### config.mk
export PLATFORM = sky130hd
export DESIGN_NAME = pdf_literal_string_escaper_top_flat
export DESIGN_NICKNAME = d
export VERILOG_FILES = /design/src/hw/rtl/pdfesc_pkg.sv /design/src/hw/rtl/pdfesc_in_if.sv /design/src/hw/rtl/pdfesc_out_if.sv /design/src/hw/rtl/pdfesc_cfg_if.sv /design/src/hw/rtl/pdfesc_encode.sv /design/src/hw/rtl/pdf_literal_string_escaper_top.sv /design/src/flat_wrapper.sv
export SDC_FILE = /design/constraint.sdc
export NUM_CORES = 1
export LEC_CHECK = 0
export BUFFER_PORTS_ARGS = -buffer_cell sky130_fd_sc_hd__buf_2
export CORE_ASPECT_RATIO = 0.7
export CORE_UTILIZATION = 35
export DETAILED_ROUTE_END_ITERATION = 8
export GPL_ROUTABILITY_DRIVEN = 0
export PLACE_DENSITY = 0.53
export SYNTH_ARGS = -nofsm -noshare
export SYNTH_HDL_FRONTEND = slang
export SYNTH_HIERARCHICAL = 1
export SYNTH_SLANG_ARGS = --single-unit
### constraint.sdc
create_clock -name clk -period 4.3 [get_ports clk]
set_input_delay 0.86 -clock clk [delete_from_list [all_inputs] [get_ports clk]]
set_output_delay 0.86 -clock clk [all_outputs]
set_load 0.05 [all_outputs]
### src/hw/rtl/pdfesc_pkg.sv
package pdfesc_pkg;

  localparam int unsigned CNT_W = 18;
  localparam int unsigned CAP_W = 19;

  localparam logic [CNT_W-1:0] MAX_OUT_LEN = 18'd262143;

  localparam logic [7:0] CH_BSLASH = 8'h5c;
  localparam logic [7:0] CH_LPAREN = 8'h28;
  localparam logic [7:0] CH_RPAREN = 8'h29;
  localparam logic [7:0] CH_ZERO   = 8'h30;
  localparam logic [7:0] PRINT_LO  = 8'h20;
  localparam logic [7:0] PRINT_HI  = 8'h7e;

  typedef enum logic [1:0] {
    ESC_PLAIN,
    ESC_PAIR,
    ESC_OCTAL
  } esc_kind_t;

  // one escaped byte plus a flag for the final byte of its input
  typedef struct packed {
    logic [7:0] ch;
    logic       last;
  } esc_t;

endpackage

### src/hw/rtl/pdfesc_in_if.sv
interface pdfesc_in_if;
  logic       valid;
  logic       ready;
  logic [7:0] text_byte;
  logic       end_of_text;

  modport source (output valid, output text_byte, output end_of_text, input ready);
  modport sink   (input valid, input text_byte, input end_of_text, output ready);
endinterface

### src/hw/rtl/pdfesc_out_if.sv
interface pdfesc_out_if;
  logic        valid;
  logic        ready;
  logic [7:0]  out_byte;
  logic [17:0] position;
  logic        stored;
  logic        run_last;
  logic        text_done;
  logic [17:0] needed_length;
  logic [17:0] terminator_index;
  logic        terminator_valid;

  modport source (output valid, output out_byte, output position, output stored,
                  output run_last, output text_done, output needed_length,
                  output terminator_index, output terminator_valid, input ready);
  modport sink   (input valid, input out_byte, input position, input stored,
                  input run_last, input text_done, input needed_length,
                  input terminator_index, input terminator_valid, output ready);
endinterface

### src/hw/rtl/pdfesc_cfg_if.sv
interface pdfesc_cfg_if;
  logic        valid;
  logic        ready;
  logic [18:0] out_capacity;

  modport source (output valid, output out_capacity, input ready);
  modport sink   (input valid, input out_capacity, output ready);
endinterface

### src/hw/rtl/pdfesc_encode.sv
module pdfesc_encode (
  input  logic [7:0]       text_byte,
  input  logic [1:0]       idx,
  output pdfesc_pkg::esc_t esc
);

  pdfesc_pkg::esc_kind_t kind;

  always_comb begin
    if (text_byte == pdfesc_pkg::CH_LPAREN || text_byte == pdfesc_pkg::CH_RPAREN ||
        text_byte == pdfesc_pkg::CH_BSLASH) begin
      kind = pdfesc_pkg::ESC_PAIR;
    end else if (text_byte >= pdfesc_pkg::PRINT_LO && text_byte <= pdfesc_pkg::PRINT_HI) begin
      kind = pdfesc_pkg::ESC_PLAIN;
    end else begin
      kind = pdfesc_pkg::ESC_OCTAL;
    end
  end

  always_comb begin
    esc.ch   = text_byte;
    esc.last = 1'b1;
    unique case (kind)
      pdfesc_pkg::ESC_PLAIN: begin
        esc.ch   = text_byte;
        esc.last = 1'b1;
      end
      pdfesc_pkg::ESC_PAIR: begin
        esc.ch   = (idx == 2'd0) ? pdfesc_pkg::CH_BSLASH : text_byte;
        esc.last = (idx == 2'd1);
      end
      pdfesc_pkg::ESC_OCTAL: begin
        // backslash then three octal digits, most significant first
        case (idx)
          2'd0:    esc.ch = pdfesc_pkg::CH_BSLASH;
          2'd1:    esc.ch = pdfesc_pkg::CH_ZERO | {6'd0, text_byte[7:6]};
          2'd2:    esc.ch = pdfesc_pkg::CH_ZERO | {5'd0, text_byte[5:3]};
          default: esc.ch = pdfesc_pkg::CH_ZERO | {5'd0, text_byte[2:0]};
        endcase
        esc.last = (idx == 2'd3);
      end
      default: begin
        esc.ch   = text_byte;
        esc.last = 1'b1;
      end
    endcase
  end

endmodule

### src/hw/rtl/pdf_literal_string_escaper_top.sv
// Input words wait in the hold register; escaped words leave from the output register.
// An input word escapes to 1, 2 or 4 output words (plain, backslash pair, octal escape);
// one escaped word per cycle leaves the single result register unless out_ch stalls it.
// A new input word is taken in the cycle its predecessor's last escaped word is made.
// Reset (synchronous, rst_n low) clears the count, capacity and hold/output valid flags.
module pdf_literal_string_escaper_top (
  input  logic               clk,
  input  logic               rst_n,
  pdfesc_in_if.sink          in_ch,
  pdfesc_cfg_if.sink         cfg_ch,
  pdfesc_out_if.source       out_ch
);

  logic                               hold_v_r;
  logic [7:0]                         hold_byte_r;
  logic                               hold_eot_r;
  logic [1:0]                         hold_idx_r;
  logic [pdfesc_pkg::CNT_W-1:0]       count_r;
  logic [pdfesc_pkg::CAP_W-1:0]       cap_r;

  logic                               out_v_r;
  logic [7:0]                         out_byte_r;
  logic [pdfesc_pkg::CNT_W-1:0]       out_pos_r;
  logic                               out_stored_r;
  logic                               out_run_last_r;
  logic                               out_done_r;
  logic [pdfesc_pkg::CNT_W-1:0]       out_len_r;
  logic [pdfesc_pkg::CNT_W-1:0]       out_term_r;
  logic                               out_term_v_r;

  pdfesc_pkg::esc_t                   esc;
  logic                               out_load;
  logic                               in_take;
  logic                               sat;
  logic                               fits;
  logic                               done;
  logic [pdfesc_pkg::CNT_W-1:0]       pos;
  logic [pdfesc_pkg::CNT_W-1:0]       count_nxt;
  logic [pdfesc_pkg::CAP_W-1:0]       cap_m1;
  logic [pdfesc_pkg::CNT_W-1:0]       term_nxt;

  pdfesc_encode u_encode (
    .text_byte (hold_byte_r),
    .idx       (hold_idx_r),
    .esc       (esc)
  );

  assign out_load     = hold_v_r && (!out_v_r || out_ch.ready);
  assign in_ch.ready  = !hold_v_r || (out_load && esc.last);
  assign in_take      = in_ch.valid && in_ch.ready;
  assign cfg_ch.ready = 1'b1;

  always_comb begin
    sat       = (count_r == pdfesc_pkg::MAX_OUT_LEN);
    pos       = count_r;
    count_nxt = sat ? count_r : count_r + 1'b1;
    fits      = !sat && (({1'b0, count_r} + 1'b1) < cap_r);
    done      = esc.last && hold_eot_r;
    cap_m1    = cap_r - 1'b1;
    // needed length is the count after this word; the terminator clamps it to cap - 1
    if (cap_r == '0) begin
      term_nxt = '0;
    end else if ({1'b0, count_nxt} < cap_m1) begin
      term_nxt = count_nxt;
    end else begin
      term_nxt = cap_m1[pdfesc_pkg::CNT_W-1:0];
    end
  end

  always_ff @(posedge clk) begin
    if (!rst_n) begin
      hold_v_r <= 1'b0;
      hold_idx_r <= 2'd0;
      count_r  <= '0;
      cap_r    <= '0;
      out_v_r  <= 1'b0;
    end else begin
      if (cfg_ch.valid) begin
        cap_r <= cfg_ch.out_capacity;
      end

      if (in_take) begin
        hold_v_r   <= 1'b1;
        hold_idx_r <= 2'd0;
      end else if (out_load) begin
        hold_v_r   <= !esc.last;
        hold_idx_r <= hold_idx_r + 2'd1;
      end

      if (out_load) begin
        count_r <= done ? '0 : count_nxt;
        out_v_r <= 1'b1;
      end else if (out_ch.ready) begin
        out_v_r <= 1'b0;
      end
    end
  end

  always_ff @(posedge clk) begin
    if (in_take) begin
      hold_byte_r <= in_ch.text_byte;
      hold_eot_r  <= in_ch.end_of_text;
    end
    if (out_load) begin
      out_byte_r     <= esc.ch;
      out_pos_r      <= pos;
      out_stored_r   <= fits;
      out_run_last_r <= esc.last;
      out_done_r     <= done;
      out_len_r      <= done ? count_nxt : '0;
      out_term_r     <= (done && cap_r != '0) ? term_nxt : '0;
      out_term_v_r   <= done && (cap_r != '0);
    end
  end

  assign out_ch.valid            = out_v_r;
  assign out_ch.out_byte         = out_byte_r;
  assign out_ch.position         = out_pos_r;
  assign out_ch.stored           = out_stored_r;
  assign out_ch.run_last         = out_run_last_r;
  assign out_ch.text_done        = out_done_r;
  assign out_ch.needed_length    = out_len_r;
  assign out_ch.terminator_index = out_term_r;
  assign out_ch.terminator_valid = out_term_v_r;

endmodule
### src/flat_wrapper.sv
// flat-port wrapper written by rule: the top's interface ports become plain ports
module pdf_literal_string_escaper_top_flat 
  (clk, rst_n, in_ch_valid, in_ch_text_byte, in_ch_end_of_text, in_ch_ready, cfg_ch_valid, cfg_ch_out_capacity, cfg_ch_ready, out_ch_valid, out_ch_out_byte, out_ch_position, out_ch_stored, out_ch_run_last, out_ch_text_done, out_ch_needed_length, out_ch_terminator_index, out_ch_terminator_valid, out_ch_ready);
  pdfesc_in_if in_ch_i ();
  pdfesc_cfg_if cfg_ch_i ();
  pdfesc_out_if out_ch_i ();
  input  logic clk;
  input  logic rst_n;
  input wire logic [$bits(in_ch_i.valid)-1:0] in_ch_valid;
  input wire logic [$bits(in_ch_i.text_byte)-1:0] in_ch_text_byte;
  input wire logic [$bits(in_ch_i.end_of_text)-1:0] in_ch_end_of_text;
  output wire logic [$bits(in_ch_i.ready)-1:0] in_ch_ready;
  input wire logic [$bits(cfg_ch_i.valid)-1:0] cfg_ch_valid;
  input wire logic [$bits(cfg_ch_i.out_capacity)-1:0] cfg_ch_out_capacity;
  output wire logic [$bits(cfg_ch_i.ready)-1:0] cfg_ch_ready;
  output wire logic [$bits(out_ch_i.valid)-1:0] out_ch_valid;
  output wire logic [$bits(out_ch_i.out_byte)-1:0] out_ch_out_byte;
  output wire logic [$bits(out_ch_i.position)-1:0] out_ch_position;
  output wire logic [$bits(out_ch_i.stored)-1:0] out_ch_stored;
  output wire logic [$bits(out_ch_i.run_last)-1:0] out_ch_run_last;
  output wire logic [$bits(out_ch_i.text_done)-1:0] out_ch_text_done;
  output wire logic [$bits(out_ch_i.needed_length)-1:0] out_ch_needed_length;
  output wire logic [$bits(out_ch_i.terminator_index)-1:0] out_ch_terminator_index;
  output wire logic [$bits(out_ch_i.terminator_valid)-1:0] out_ch_terminator_valid;
  input wire logic [$bits(out_ch_i.ready)-1:0] out_ch_ready;
  assign in_ch_i.valid = in_ch_valid;
  assign in_ch_i.text_byte = in_ch_text_byte;
  assign in_ch_i.end_of_text = in_ch_end_of_text;
  assign in_ch_ready = in_ch_i.ready;
  assign cfg_ch_i.valid = cfg_ch_valid;
  assign cfg_ch_i.out_capacity = cfg_ch_out_capacity;
  assign cfg_ch_ready = cfg_ch_i.ready;
  assign out_ch_valid = out_ch_i.valid;
  assign out_ch_out_byte = out_ch_i.out_byte;
  assign out_ch_position = out_ch_i.position;
  assign out_ch_stored = out_ch_i.stored;
  assign out_ch_run_last = out_ch_i.run_last;
  assign out_ch_text_done = out_ch_i.text_done;
  assign out_ch_needed_length = out_ch_i.needed_length;
  assign out_ch_terminator_index = out_ch_i.terminator_index;
  assign out_ch_terminator_valid = out_ch_i.terminator_valid;
  assign out_ch_i.ready = out_ch_ready;
  pdf_literal_string_escaper_top u_core (.clk(clk), .rst_n(rst_n), .in_ch(in_ch_i), .cfg_ch(cfg_ch_i), .out_ch(out_ch_i));
endmodule
Yosys cells after proc, flatten, opt, wreduce, memory -nomap -nowiden:

Index checks and enable logic that the tools add are counted.

* div/mod/pow operators: 0
* eq/ne operators: 9
* muxes and demuxes: 12
* shift operators: 0
* $mul: 0
* magnitude comparators: 4
* reduce and logical (&&, ||, !) cells: 22
* bitwise operators: 2
* add/sub/neg operators: 4

Operators with widths (count)
* $mux W18: 3
* $pmux W7 S3: 1
* $add A18 B1 Y19 const B: 1
* $logic_not A19 Y1: 1
* $lt A18 B19 Y1: 1
* $lt A19 B19 Y1: 1
* $reduce_bool A19 Y1: 1
* $sub A19 B1 Y19 const B: 1
* $add A18 B1 Y18 const B: 1
* $eq A18 B18 Y1 const B: 1
* $pmux W9 S2: 1
* $eq A8 B6 Y1 const B: 2
* $eq A8 B7 Y1 const B: 1
* $ge A8 B6 Y1 const B: 1
* $le A8 B7 Y1 const B: 1
* $mux W8: 1
* $logic_and A1 B1 Y1: 7
* $eq A2 B2 Y1 const B: 3
* $eq A2 B1 Y1 const B: 2
* $logic_not A1 Y1: 4
* $logic_or A1 B1 Y1: 4
* $mux W1: 4
* $mux W2: 2
* $reduce_bool A2 Y1: 2
* 4 further kinds: 6

* memories: 0
* bits in read-only memories: 0
* input bits: 33
* flip-flop bits (word level): 116
* bits in writable memories: 0
* latch bits: 0

Depth between registers and ports, before layout:

Gate-level depths: netlist of the first run.

* depth after elaboration: 10
* mapped depth: 15

Hierarchy:

Netlist of the first run, hierarchy kept.

By module, submodules not included
* pdf_literal_string_escaper_top: sequential area each 3072.9 sq um, times used 1, cells each 544, area an instance 6102.1 sq um
* pdfesc_encode: sequential area each 0.0 sq um, times used 1, cells each 36, area an instance 252.7 sq um

Least setup slack after synthesis of the first run:

No wires, ideal clock.

* path type: reg2reg
* start point: register u_core/count_r[1] in the netlist's numbering
* end point: register u_core.out_term_r, in the netlist u_core/out_ch.terminator_index[16] (data pin)
* arrival: 3.491 ns
* period minus slack after synthesis: 3.751 ns
* setup slack: 0.549 ns
* stages on the path, launching flop included: 14
* required time: 4.040 ns
* cell sequence: dfxtp_1 > ha_1 > nand4_4 > nor3_1 > and3_1 > mux2_2 > ha_1 > nand3_1 > nor3_1 > o2111ai_1 > a311o_2 > a31oi_1 > buf_6 > mux2_2

* word-level cells in the longest chain between the ends: 4

Ends and longest elaborated chain
* from (decl): RTL line pdf_literal_string_escaper_top.sv:18 `logic [pdfesc_pkg::CNT_W-1:0] count_r;`
* from (signal assigned): RTL line pdf_literal_string_escaper_top.sv:91 `count_r <= done ? '0 : count_nxt;`
* $add A18 B1 Y18 or $eq A18 B18 Y1 (tied branches): RTL line pdf_literal_string_escaper_top.sv:56, pdf_literal_string_escaper_top.sv:54
* $mux W18 (*): RTL line pdf_literal_string_escaper_top.sv:56 `count_nxt = sat ? count_r : count_r + 1'b1;`
* named net u_core.count_nxt (one bit): RTL line pdf_literal_string_escaper_top.sv:38 `logic [pdfesc_pkg::CNT_W-1:0] count_nxt;`
* $lt A18 B19 Y1: RTL line pdf_literal_string_escaper_top.sv:63 `end else if ({1'b0, count_nxt} < cap_m1) begin`
* $mux W18 (*): RTL line pdf_literal_string_escaper_top.sv:63
* to (signal assigned): RTL line pdf_literal_string_escaper_top.sv:111 `out_term_r <= (done && cap_r != '0) ? term_nxt : '0;`
* to (decl): RTL line pdf_literal_string_escaper_top.sv:28 `logic [pdfesc_pkg::CNT_W-1:0] out_term_r;`

The timed path passes the listed nets; every way through them passes the cells marked *.
A chain may end at the register's enable or synchronous reset.

Worst setup path after layout of the first run:

* start point: register u_core/count_r[6] in the netlist's numbering
* end point: register u_core.out_term_r, in the netlist u_core/out_ch.terminator_index[1] (data pin)

* word-level cells in the longest chain between the ends: 4

Ends and longest elaborated chain (RTL line)
* $add A18 B1 Y18 or $eq A18 B18 Y1 (tied branches): pdf_literal_string_escaper_top.sv:56, pdf_literal_string_escaper_top.sv:54
* $mux W18 (*): pdf_literal_string_escaper_top.sv:56
* named net u_core.count_nxt (one bit): pdf_literal_string_escaper_top.sv:38
* $lt A18 B19 Y1 (*): pdf_literal_string_escaper_top.sv:63
* $mux W18 (*): pdf_literal_string_escaper_top.sv:63

Marks and branches as above.

==> impl_metrics.yaml, run 1 <==
outcome:
  status: "finished, final reports clean"
floorplanning:
  dieHeight_um: 115
  io_pins: 102
  core-area_um2: 17500
  initial_utilization: 0.364
  die_area_um2: 18700
  die_x_um: 163
  rows: 40
power_and_ir_drop:
  switchingPower_uw: 857
  power_uw: 3150
  p_sw_frac: 0.272
  combPwrFrac: 0.142
  total_leakage_power_uw: 0.00310
  seq_power_share: 0.407
  p_int_uw: 2290
  clockPowerShare: 0.451
  pwr_density_cell_nw_per_um2: 404
  ir_drop_mv: 0.279
global_routing:
  grt_usage: 0.186
  grt_max_degree: 47
  first_global_vias: 4510
  antenna_found_initial: 0
  grt_pass1_wl_mm: 25.6
  grt_overflow_total: 0
synthesis:
  synth.distinct_cells: 59
  ys_ff_latch: 116
  synth_top_area_cell: "edfxtp_1"
  ys_seq_area_frac: 0.484
  syn_area_um2: 6350
  yosys_most_used_dff: "edfxtp_1"
  yosysTopAreaCellShare: 0.354
  ys_warn_count: 6
  yosys-top-cells-area: "edfxtp_1, dfxtp_1, ha_1"
  syn-instance-count: 580
  synth_edf_count: 75
  syn_nets: 650
  async_reset_ff_frac: 0
  syn_area_per_cell_um2: 11.0
critical_path:
  crit_path_end_kind: "flip-flop"
  cp.buffers_inverters: 1
  crit_fanout: 9
  path_class: "reg2reg"
  crit_required_ns: 4.56
  ff2ff_path_depth: 12
  cp_common_cell: "nand3_1"
  slowest_stage: "or4_1"
  critical_path.cell_chain: "nand3_1 -> or4_1 -> o21ai_0 -> nand3_1 -> ha_1 -> nand3_1 -> nor3_1 -> o2111ai_1 -> a311o_2 -> a31oi_2 -> buf_4 -> mux2i_1"
  crit_cells: 12
  startpoint_type: "flip-flop"
  crit_path_max_incr_delay_ns: 0.64
  crit_family: "simple AND/OR/NAND/NOR gates"
  cp.arrival_ns: 4.33
flow_run:
  maxCapViolations: 0
timing:
  relSlewSlack: 0.292
  finClkSkew_ns: 0.00818
  hold_viol: 0
  setup_viol: 0
  finalCritPeriodShare: 0.948
  tns_ns: 0
  max_freq_ghz: 0.245
  worst_pin_slew_ns: 1.06
  finalCriticalPeriod_ns: 4.08
  timing.hold.ws_ns: 0.501
  drv_slew: 0
finish:
  fin_nets: 768
  num_antenna_cells: 0
  area_growth_pct: 22.6
  fill_cells: 1679
  drive_gt1_frac: 0.238
  seq_area_um2: 3070
  mostFrequentLayoutCells: "buf_2, edfxtp_1, nand2_1"
  multi_input_area_um2: 3070
  layout_commonest_cell: "buf_2"
detailed_routing:
  wl_per_cell_um: 17.8
  routed_wl_mm: 16.7
  drt-pass1-iter-count: 5
  vias_per_cell: 5.13
  ant_nets: 0
  route.detailed.drc: 0
  drtIter0Drc: 328
  dr_total_vias: 4833
clock_tree:
  clk_pin_slew_ns: 0.06
  clock-sinks: 116
  cts_made_buffers: 17
  htree_levels: 4
  insertion_delay_ns: 0.42
  tritoncts: "done"
  root_buffer: "clkbuf_16"
  cts_buffer_depth: 2
worst_hold_path:
  min_path_type: "reg2reg"
  min_path_cells: 2
placed_design:
  io_buffers: 100
  post-dp-hpwl_mm: 12.7
## path summary, 6_finish.rpt
path / slack, ns / endpoint / from
worst max-delay path: 0.22 / u_core/out_ch.terminator_index[1] / u_core/count_r[6]
worst min-delay path: 0.50 / u_core/out_ch.valid / u_core/hold_v_r
worst max register to register: 0.22 / u_core/out_ch.terminator_index[1] / u_core/count_r[6]
worst min register to register: 0.50 / u_core/out_ch.valid / u_core/hold_v_r
## power groups by stage
stage | Combinational (uW) | Clock [uW] | Sequential, uW
after detailed placement | 448 | 0 | 1300
after global placement | 445 | 0 | 1300
after global routing | 483 | 1500 | 1290
after CTS | 450 | 1450 | 1280
after floorplan | 212 | 0 | 1420
final | 448 | 1420 | 1280
## stage by stage
step	util	cells	instance area, um^2	worst slack [ns]
after global placement	0.411	907	7170	0.527
after detailed placement	0.411	907	7170	0.208
final	0.446	942	7790	0.224
after floorplan	-	580	6350	0.549
after global routing	0.446	942	7790	-0.000800
after CTS	0.445	939	7770	0.204
## final cells by class
cell class	instances	area share
Clock buffer	19	0.0556
Clock inverter	13	0.0206
Inverter	30	0.0145
Multi-Input combinational cell	415	0.395
Sequential cell	116	0.395
Tap cell	231	0.0371
Timing Repair Buffer	118	0.0832
## synth_stat cells (all sizes together), types with 2 or more instances
cell type  count
clkbuf        12
xor2           9
a31oi          6
a211o          2
a21o           5
and3           6
or4            3
mux2i         36
inv           29
nand2         45
nand3         12
xnor2         24
buf            7
o2111ai        2
o21ai         13
ha            37
mux2           8
and4           3
nor4           6
conb           2
a21boi         5
edfxtp        75
o211ai         3
a22o           3
dfxtp         41
o31ai          2
a21oi         12
a311o          2
nand4          8
o21a           5
nor3          14
nor2b         40
a22oi         19
nor3b          2
nor2          22
nand2b        26
a211oi         4
nand4b         2
and2          18
## flip-flops by register name, indices dropped and copies added (netlist names)
signal                          cells
u_core/cap_r                       19
u_core/out_ch.position             18
u_core/out_ch.stored                1
u_core/hold_v_r                     1
u_core/out_ch.out_byte              8
u_core/out_ch.terminator_index     18
u_core/hold_byte_r                  8
u_core/count_r                     18
u_core/hold_eot_r                   1
u_core/hold_idx_r                   2
u_core/out_ch.terminator_valid      1
u_core/out_ch.valid                 1
u_core/out_ch.run_last              1
u_core/out_ch.needed_length        18
u_core/out_ch.text_done             1
## per-layer routing
metal	GRT usage	vias to the layer above	wire length, um
met5	0	-	0
met4	0.0492	0	133
met3	0.0516	10	1400
met2	0.244	180	6490
met1	0.291	2302	8730
li1	-	2341	-
## tightest hold or removal path, cell delays in order, from the launching register on
cell and delay (ns):
dfxtp_1 0.33, inv_1 0.06, a21boi_0 0.06
## cells by family after synthesis
family | synth area share
and+or+nand+nor | 0.192
DFF | 0.484
AOI/OAI and AO/OA | 0.0992
buffers and inverters | 0.0345
muxes | 0.0709
adders and majority gates | 0.0728
xor gates and xnor gates | 0.0455
other | 0.00118
## timing repair
action,4_1_cts,5_1_grt
setup buffers,0,3
setup endpoints to repair,0,18
resized for setup,0,0
hold buffers,0,0
hold endpoints to repair,0,0
(Power assumes the default switching activity.)
==> run 2, diff against run 1 <==
--- a/config.mk
+++ b/config.mk
@@ -5,6 +5,7 @@
 export SDC_FILE = /design/constraint.sdc
 export NUM_CORES = 1
 export LEC_CHECK = 0
+export ABC_AREA = 1
 export BUFFER_PORTS_ARGS = -buffer_cell sky130_fd_sc_hd__buf_2
 export CORE_ASPECT_RATIO = 0.7
 export CORE_UTILIZATION = 35
==> run 2 against run 1 <==
Effect of this change: non-clock buffer count is 11 lower; first-iteration DRC count up 23%; worst hold slack worse by 0.031 ns; synthesized cell count increased by 28%; wire length decreased by 0.23%; sequential share of layout area grew 0.93 points; critical endpoint is now u_core/out_ch.terminator_index[17].
==> impl_metrics.yaml, run 2 <==
clock_tree:
  clk_pin_slew_ns: 0.06
  cts_buffer_depth: 2
  tritoncts: "done"
  holdBufCountCts: 0
  cts_made_buffers: 17
  clock-sinks: 116
  root_buffer: "clkbuf_16"
  insertion_delay_ns: 0.42
  post-cts-setup-buffers: 0
  cts_resized: 0
  htree_levels: 4
synthesis:
  syn_area_per_cell_um2: 8.47
  yosys_most_used_dff: "edfxtp_1"
  syn_area_um2: 6290
  yosysMostFrequentCell: "nand2_1"
  async_reset_ff_frac: 0
  yosys-top-cells-area: "edfxtp_1, dfxtp_1, nand2_1"
  synth_top_area_cell: "edfxtp_1"
  ys_warn_count: 6
  synthTopCellsByCount: "nand2_1, nor2_1, inv_1, edfxtp_1, a21oi_1"
  syn-instance-count: 743
  ys_seq_area_frac: 0.488
  synth.distinct_cells: 40
  syn_nets: 813
  ys_ff_latch: 116
  synth_edf_count: 75
  yosysTopAreaCellShare: 0.358
timing:
  rsz0062_at_grt: "no"
  hold_viol: 0
  finClkSkew_ns: 0.00833
  finalCriticalPeriod_ns: 3.86
  worst_pin_slew_ns: 0.960
  max_freq_ghz: 0.259
  setup_viol: 0
  relSlewSlack: 0.360
  drv_slew: 0
  finalCritPeriodShare: 0.898
  tns_ns: 0
power_and_ir_drop:
  power_uw: 3060
  pwr_density_cell_nw_per_um2: 402
  total_leakage_power_uw: 0.00344
  ir_drop_mv: 0.225
floorplanning:
  die_area_um2: 18500
  die_x_um: 162
  initial_utilization: 0.362
  rows: 40
  io_pins: 102
  dieHeight_um: 114
  core-area_um2: 17400
critical_path:
  cp.buffers_inverters: 3
  path_class: "reg2reg"
  slowest_stage: "dfxtp_1"
  crit_cells: 20
  crit_path_end_kind: "flip-flop"
  crit_required_ns: 4.47
  cp_common_cell: "nand2_1"
  cp.arrival_ns: 4.03
  ff2ff_path_depth: 20
  crit_fanout: 28
  critical_path.cell_chain: "ha_1 -> nand2_1 -> nor2_1 -> nand2_1 -> nor2_1 -> nand3_1 -> inv_2 -> nor2_1 -> inv_2 -> ha_1 -> inv_1 -> nor3_1 -> nor3b_1 -> nand2_1 -> nor2_4 -> nand2_4 -> nand2_8 -> nand2_1 -> nand2_1 -> nor2_1"
  startpoint_type: "flip-flop"
  crit_path_max_incr_delay_ns: 0.50
  crit_family: "simple AND/OR/NAND/NOR gates"
detailed_routing:
  vias_per_cell: 4.78
  dr_total_vias: 5242
  ant_nets: 0
  drtIter0Drc: 403
  routed_wl_mm: 16.7
  route.detailed.drc: 0
  drt-pass1-iter-count: 7
  wl_per_cell_um: 15.2
placed_design:
  placed_area_um2: 7040
  io_buffers: 100
  post-dp-hpwl_mm: 12.6
global_routing:
  first_global_vias: 4781
  grt_pass1_wl_mm: 26.6
  antenna_found_initial: 0
  grt_max_degree: 39
  grt_overflow_total: 0
  grt_usage: 0.191
finish:
  drive_gt1_frac: 0.217
  fill_cells: 1776
  num_antenna_cells: 0
  multi_input_area_um2: 2750
  mostFrequentLayoutCells: "nand2_1, buf_2, nor2_1"
  fin_area_um2: 7610
  seq_area_um2: 3070
  fin_nets: 922
  largest_register_ffs: 19
  area_growth_pct: 20.9
  top_register: "u_core/cap_r"
  layout_commonest_cell: "nand2_1"
outcome:
  status: "finished, final reports clean"
flow_run:
  maxCapViolations: 0
worst_hold_path:
  min_path_type: "reg2reg"
  min_path_cells: 2
## run 2: cell count changes in the layout (fill, tap and decap cells not counted), moves of 14 or more
| cell | delta |
|---|---|
| mux2i_1 | -36 |
| nand3_1 | +14 |
| xnor2_1 | -22 |
| inv_1 | +60 |
| nor2b_1 | -40 |
| a21oi_1 | +57 |
| a22oi_1 | -19 |
| nand2_1 | +112 |
| nand2b_1 | -26 |
| o21ai_0 | +21 |
| nor2_1 | +72 |
| nand2_2 | +15 |
| and2_1 | -18 |
## run 2: worst register-to-register path, cell delays in order, from the launching register on
cell,delay (ns)
dfxtp_1,0.50
ha_1,0.27
nand2_1,0.07
nor2_1,0.09
nand2_1,0.14
nor2_1,0.24
nand3_1,0.31
inv_2,0.19
nor2_1,0.09
inv_2,0.08
ha_1,0.15
inv_1,0.04
nor3_1,0.24
nor3b_1,0.38
nand2_1,0.15
nor2_4,0.15
nand2_4,0.12
nand2_8,0.21
nand2_1,0.08
nand2_1,0.06
nor2_1,0.07
## run 2: final cells by class
class,count,area share
Clock buffer,18,0.0564
Multi-Input combinational cell,510,0.361
Tap cell,231,0.0380
Timing Repair Buffer,107,0.0727
Sequential cell,116,0.404
Inverter,100,0.0497
Clock inverter,14,0.0183
## run 2: layer usage
layer | vias up | track usage | part of all wire
li1 | 2648 | - | -
met1 | 2420 | 0.293 | 0.53
met2 | 157 | 0.263 | 0.40
met3 | 17 | 0.0355 | 0.059
met4 | 0 | 0.0698 | 0.013
met5 | - | 0 | 0
## run 2: path summary, 6_finish.rpt
kind | from | endpoint | slack (ns)
hold reg to reg | u_core/hold_v_r | u_core/out_ch.valid | 0.47
setup reg to reg | u_core/count_r[0] | u_core/out_ch.terminator_index[17] | 0.44
hold / removal | u_core/hold_v_r | u_core/out_ch.valid | 0.47
setup / recovery | u_core/count_r[0] | u_core/out_ch.terminator_index[17] | 0.44
## run 2: cells by family after synthesis
| logic type | share of synthesized area |
|---|---|
| simple gates | 0.240 |
| flops | 0.488 |
| compound gates | 0.0885 |
| xor+xnor | 0.0334 |
| fa+ha+maj | 0.0735 |
| buf+inv | 0.0753 |
| other cells | 0.00119 |
## run 2: per-stage QoR
step | hold slack, ns | utilization | std cells | setup WS [ns]
after detailed placement | 0.465 | 0.405 | 1064 | 0.555
after floorplan | 0.451 | - | 743 | 1.19
after global routing | 0.494 | 0.438 | 1096 | 0.0143
final | 0.471 | 0.438 | 1096 | 0.437
after global placement | 0.464 | 0.405 | 1064 | 0.676
after CTS | 0.473 | 0.438 | 1096 | 0.525
## run 2: power breakdown
part,total (uW),internal (uW),switching (uW)
clock network,1360,845,518
logic,416,104,312
registers,1280,1250,32.7
total,3060,2190,863
